--- src/sv/rpp_pkg.sv ---
`timescale 1ns / 1ps
// shared constants for the vertex rotation and projection block
// register codes, field widths, reset values and the quarter-wave sine table
package rpp_pkg;

    // default geometry
    localparam int COORD_BITS_DEF = 10;
    localparam int TRIG_FRAC_DEF  = 14;

    // fixed formats
    localparam int TABLE_FRAC = 15;
    localparam int ZOOM_FRAC  = 8;
    localparam int ANGLE_W    = 9;
    localparam int ZOOM_W     = 10;
    localparam int CENTER_W   = 10;

    // configuration port
    localparam int CFG_IDX_W  = 3;
    localparam int CFG_DATA_W = 10;

    localparam logic [CFG_IDX_W-1:0] CFG_ANGLE_X  = 3'd0;
    localparam logic [CFG_IDX_W-1:0] CFG_ANGLE_Y  = 3'd1;
    localparam logic [CFG_IDX_W-1:0] CFG_ANGLE_Z  = 3'd2;
    localparam logic [CFG_IDX_W-1:0] CFG_ZOOM     = 3'd3;
    localparam logic [CFG_IDX_W-1:0] CFG_CENTER_X = 3'd4;
    localparam logic [CFG_IDX_W-1:0] CFG_CENTER_Y = 3'd5;

    localparam logic [ANGLE_W-1:0]  ANGLE_X_RST  = 9'd45;
    localparam logic [ANGLE_W-1:0]  ANGLE_Y_RST  = 9'd30;
    localparam logic [ANGLE_W-1:0]  ANGLE_Z_RST  = 9'd0;
    localparam logic [ZOOM_W-1:0]   ZOOM_RST     = 10'd384;
    localparam logic [CENTER_W-1:0] CENTER_X_RST = 10'd240;
    localparam logic [CENTER_W-1:0] CENTER_Y_RST = 10'd136;

    // register stages from input register to output register
    localparam int PIPE_STAGES = 10;

    // sin(k deg) * 2^15, k = 0..90
    localparam int SINE_ENTRIES = 91;
    localparam logic [15:0] SINE_TAB [0:SINE_ENTRIES-1] = '{
        16'd0,     16'd572,   16'd1144,  16'd1715,  16'd2286,
        16'd2856,  16'd3425,  16'd3993,  16'd4560,  16'd5126,
        16'd5690,  16'd6252,  16'd6813,  16'd7371,  16'd7927,
        16'd8481,  16'd9032,  16'd9580,  16'd10126, 16'd10668,
        16'd11207, 16'd11743, 16'd12275, 16'd12803, 16'd13328,
        16'd13848, 16'd14365, 16'd14876, 16'd15384, 16'd15886,
        16'd16384, 16'd16877, 16'd17364, 16'd17847, 16'd18324,
        16'd18795, 16'd19261, 16'd19720, 16'd20174, 16'd20622,
        16'd21063, 16'd21498, 16'd21926, 16'd22348, 16'd22763,
        16'd23170, 16'd23571, 16'd23965, 16'd24351, 16'd24730,
        16'd25102, 16'd25466, 16'd25822, 16'd26170, 16'd26510,
        16'd26842, 16'd27166, 16'd27482, 16'd27789, 16'd28088,
        16'd28378, 16'd28660, 16'd28932, 16'd29197, 16'd29452,
        16'd29698, 16'd29935, 16'd30163, 16'd30382, 16'd30592,
        16'd30792, 16'd30983, 16'd31164, 16'd31336, 16'd31499,
        16'd31651, 16'd31795, 16'd31928, 16'd32052, 16'd32166,
        16'd32270, 16'd32365, 16'd32449, 16'd32524, 16'd32588,
        16'd32643, 16'd32688, 16'd32723, 16'd32748, 16'd32763,
        16'd32768
    };

endpackage

--- src/sv/rpp_trig.sv ---
`timescale 1ns / 1ps
// sine and cosine of the three rotation angles, registered
// depends on rpp_pkg for the quarter-wave table and angle width
module rpp_trig #(
    parameter int TRIG_FRAC_BITS = rpp_pkg::TRIG_FRAC_DEF
) (
    input  logic                              i_clk,
    input  logic [rpp_pkg::ANGLE_W-1:0]       i_angle_x,
    input  logic [rpp_pkg::ANGLE_W-1:0]       i_angle_y,
    input  logic [rpp_pkg::ANGLE_W-1:0]       i_angle_z,
    output logic signed [TRIG_FRAC_BITS+1:0]  o_sin_x,
    output logic signed [TRIG_FRAC_BITS+1:0]  o_cos_x,
    output logic signed [TRIG_FRAC_BITS+1:0]  o_sin_y,
    output logic signed [TRIG_FRAC_BITS+1:0]  o_cos_y,
    output logic signed [TRIG_FRAC_BITS+1:0]  o_sin_z,
    output logic signed [TRIG_FRAC_BITS+1:0]  o_cos_z
);
    import rpp_pkg::*;

    localparam int F   = TRIG_FRAC_BITS;
    localparam int TW  = F + 2;
    localparam int SH  = TABLE_FRAC - F;
    localparam logic [16:0] RND = 17'((1 << SH) >> 1);
    localparam logic [ANGLE_W-1:0] FULL_TURN = 9'd360;
    localparam logic [ANGLE_W-1:0] HALF_TURN = 9'd180;
    localparam logic [ANGLE_W-1:0] QUARTER   = 9'd90;
    localparam logic [ANGLE_W-1:0] THREE_Q   = 9'd270;

    // 360..511 folds to 0..151
    function automatic logic [ANGLE_W-1:0] reduce_deg(input logic [ANGLE_W-1:0] d);
        reduce_deg = (d >= FULL_TURN) ? d - FULL_TURN : d;
    endfunction

    function automatic logic signed [TW-1:0] sine_deg(input logic [ANGLE_W-1:0] d);
        logic [ANGLE_W-1:0] r;
        logic [6:0]         idx;
        logic               neg;
        logic [16:0]        m;
        r   = reduce_deg(d);
        neg = 1'b0;
        if (r < QUARTER) begin
            idx = r[6:0];
        end else if (r < HALF_TURN) begin
            idx = 7'(HALF_TURN - r);
        end else if (r < THREE_Q) begin
            idx = 7'(r - HALF_TURN);
            neg = 1'b1;
        end else begin
            idx = 7'(FULL_TURN - r);
            neg = 1'b1;
        end
        m = (17'(SINE_TAB[idx]) + RND) >> SH;
        sine_deg = neg ? -$signed({1'b0, m[F:0]}) : $signed({1'b0, m[F:0]});
    endfunction

    logic signed [TW-1:0] n_sin_x, n_cos_x, n_sin_y, n_cos_y, n_sin_z, n_cos_z;

    always_comb begin
        n_sin_x = sine_deg(i_angle_x);
        n_cos_x = sine_deg(reduce_deg(i_angle_x) + QUARTER);
        n_sin_y = sine_deg(i_angle_y);
        n_cos_y = sine_deg(reduce_deg(i_angle_y) + QUARTER);
        n_sin_z = sine_deg(i_angle_z);
        n_cos_z = sine_deg(reduce_deg(i_angle_z) + QUARTER);
    end

    // registered, follows the angle registers
    always_ff @(posedge i_clk) begin
        o_sin_x <= n_sin_x;
        o_cos_x <= n_cos_x;
        o_sin_y <= n_sin_y;
        o_cos_y <= n_cos_y;
        o_sin_z <= n_sin_z;
        o_cos_z <= n_cos_z;
    end

endmodule

--- config.mk ---
export PLATFORM = sky130hd
export DESIGN_NAME = rpp_trig
export DESIGN_NICKNAME = d
export VERILOG_FILES = /design/src/sv/rpp_pkg.sv /design/src/sv/rpp_trig.sv
export SDC_FILE = /design/constraint.sdc
export NUM_CORES = 1
export LEC_CHECK = 0
export ABC_AREA = 1
export BUFFER_PORTS_ARGS = -buffer_cell sky130_fd_sc_hd__buf_2
export CAP_MARGIN = 20
export CORE_AREA = 2 2 207 362
export CTS_CLUSTER_DIAMETER = 30
export DETAILED_ROUTE_END_ITERATION = 8
export DIE_AREA = 0 0 209 364
export PLACE_DENSITY = 0.44
export SYNTH_ARGS = -nofsm -noshare
export SYNTH_HDL_FRONTEND = slang
export SYNTH_SLANG_ARGS = --single-unit
--- constraint.sdc ---
create_clock -name i_clk -period 13 [get_ports i_clk]
set_input_delay 3.9 -clock i_clk [delete_from_list [all_inputs] [get_ports i_clk]]
set_output_delay 3.9 -clock i_clk [all_outputs]
set_load 0.02 [all_outputs]
==> flow_summary.json <==
{
  "maxSlewHeadroom_pct": 28.1,
  "cts_buffer_depth": 2,
  "synth_cell_types": 63,
  "p_per_area_mw_per_mm2": 302,
  "ios": 124,
  "synth-xor-area-share_pct": 4.85,
  "numCtsBuffers": 9,
  "clock.fmax_mhz": 92.5,
  "irDropWorstVdd_mv": 0.110,
  "outcome": "completed",
  "initial_core_util_pct": 29.6,
  "grt_max_degree": 52,
  "root_buffer": "clkbuf_16",
  "startpoint_type": "input port",
  "fp-row-count": 132,
  "cp.required_ns": 13.34,
  "gr-usage-all-layers_pct": 23.7,
  "yosysSeqAreaShare_pct": 8.83,
  "drv_slew": 0,
  "die_width_um": 209,
  "synth_area_leader_cell": "nand2_1",
  "path_common_cell": "nand2_1",
  "vias_per_cell": 5.33,
  "yosys-top-cells-area": "nand2_1 (25%), nand3_1 (13%), dfxtp_1 (8.8%)",
  "synthAdderAreaFrac_pct": 6.49,
  "syn_area_mm2": 0.0218,
  "crit_path_top_delay_cell": "nor2_1",
  "syn_area_per_cell_um2": 5.26,
  "cts.clk_slew.worst_paths_ns": 0.08,
  "cts-hold-fix-buffers": 0,
  "firstDrtPassIters": 6,
  "port_buffers": 123,
  "hold_depth": 6,
  "fill_cells": 8562,
  "grt_pass1_wl_um": 143000,
  "cts.sinks": 96,
  "yosysMostFrequentCell": "nand2_1",
  "fin_crit_ns": 10.81,
  "cts_resized": 0,
  "die_y_um": 364,
  "setup_tns_ns": 0,
  "syn_nets": 4280,
  "synth_edf_count": 0,
  "path_class": "input port to flop",
  "leakage_nw": 12.5,
  "drive_above_1_share_pct": 9.00,
  "dieArea_mm2": 0.0761,
  "drt-initial-drc-count": 2092,
  "cts_tree": "yes",
  "cp_max_fo": 18,
  "synthCells": 4139,
  "nNetsFinal": 4303,
  "yosys.area_share.simple_pct": 53.1,
  "grt.overflow.total": 0,
  "antenna_left": 0,
  "globalplace.congestion": 0.969,
  "synth.top_cell.area_share_pct": 24.9,
  "synth_top_family_by_area": "simple AND/OR/NAND/NOR gates",
  "avgRoutedWirePerCell_um": 18.1,
  "finalHoldViolCount": 0,
  "synthMuxAreaShare_pct": 0,
  "fin_crit_sh_pct": 83.2,
  "area_growth_pct": 7.46,
  "synth-seq-cells": 96,
  "hold_class": "input port to flop",
  "synth_compound_area_share_pct": 14.8,
  "postCtsSetupRepairBufs": 0,
  "rsz0062_at_grt": "no",
  "endpoint_kind": "flop",
  "hold_end": "o_sin_x[15]",
  "yosys-top-cells-count": "nand2_1 (1445), nand3_1 (572), inv_1 (422)",
  "place_area_mm2": 0.0230,
  "fin_area_mm2": 0.0234,
  "async_reset_ff_share_pct": 0,
  "antenna_found_initial": 6,
  "arrival_ns": 11.15,
  "core_area_mm2": 0.0735,
  "critPathMaxStageDelay_ns": 0.32,
  "dp_hpwl_um": 72700,
  "grt_pass1_vias": 26474,
  "drv_cap": 0,
  "vias": 27228,
  "h-tree-depth": 3,
  "ys.flop_type": "dfxtp_1",
  "final-setup-viol-count": 0,
  "wl_um": 92300,
  "worst_pin_slew_ns": 1.08,
  "pre_cts_ws_ns": 1.73,
  "fin_ws_ns": 2.19,
  "drc_errors": 0,
  "hp-start": "i_angle_x[8]",
  "yosys_warnings": 0
}
-- critical path, delay by kind of cell --
family,cells,cell delay (ns)
AND/OR/NAND/NOR,33,4.22
XOR/XNOR,1,0.23
AO/OA/AOI/OAI,3,0.48
buffers and inverters,8,0.93
adder cells (fa/ha/maj),6,1.35
-- placed cells by master (no fill, tap or decap), drive strengths merged, types with 13 or more instances in the layout --
cell / instances
a31oi: 17
nand4: 64
o211ai: 54
dfxtp: 96
nor2: 412
nand3b: 23
xor2: 86
inv: 462
xnor2: 29
o22ai: 13
nand3: 590
nand2: 1521
ha: 113
o221ai: 19
a21oi: 160
o21ai: 227
nor3: 30
buf: 160
-- area by class of cell --
class	count	area, um^2	area share (%)
Timing Repair Buffer	160	893	3.82
Inverter	468	1760	7.51
Sequential cell	96	1920	8.21
Clock buffer	9	225	0.963
Clock inverter	6	138	0.588
Tap cell	938	1170	5.02
Multi-Input combinational cell	3427	17300	73.9
Antenna cell	1	2.50	0.0107
-- registers in the layout (all words and copies together), names as in the netlist --
register / flops
o_sin_z: 16
o_cos_z: 16
o_sin_x: 16
o_cos_y: 16
o_cos_x: 16
o_sin_y: 16
-- metrics by stage --
stage                     std cells  util [%]  hold WS, ns  power (mW)
after floorplan                4139         -         4.24        5.07
after CTS                      5104      31.8         4.25        7.02
final                          5105      31.8         4.28        7.06
after detailed placement       5089      31.3         4.31        6.63
after global placement         5089      31.3         4.31        6.68
after global routing           5104      31.8         4.33        7.81
-- metal layers --
metal | vias to the layer above | part of all wire (%) | global-route usage [%]
met5 | - | 0.024 | 0
met4 | 4 | 7.2 | 16.3
met2 | 920 | 53 | 46.0
li1 | 13529 | - | -
met1 | 12420 | 36 | 23.0
met3 | 355 | 3.9 | 3.02
-- power by group --
group | leakage [nW] | switching [mW] | internal (mW)
Sequential | 0.809 | 0.0494 | 0.476
Clock | 0.177 | 0.153 | 0.207
Combinational | 11.5 | 4.39 | 1.78
-- cells by family after synthesis --
group,after synthesis
AO/OA/AOI/OAI,545
buffers and inverters,616
flip-flops,96
adder cells (fa/ha/maj),113
XOR/XNOR,115
AND/OR/NAND/NOR,2654
-- worst max-delay path by stage --
stage                            start     endpoint  slack [ns]  cells past startpoint
after floorplan           i_angle_x[2]  o_cos_x[12]        3.61                     47
after global placement    i_angle_z[2]  o_cos_z[14]        1.64                     51
after detailed placement  i_angle_z[2]  o_cos_z[14]        1.73                     51
after CTS                 i_angle_z[2]  o_cos_z[14]        2.17                     51
after global routing      i_angle_z[2]  o_cos_z[14]        1.36                     51
final                     i_angle_z[2]  o_cos_z[14]        2.19                     51
Note: power is estimated with default switching activity, not from simulation.
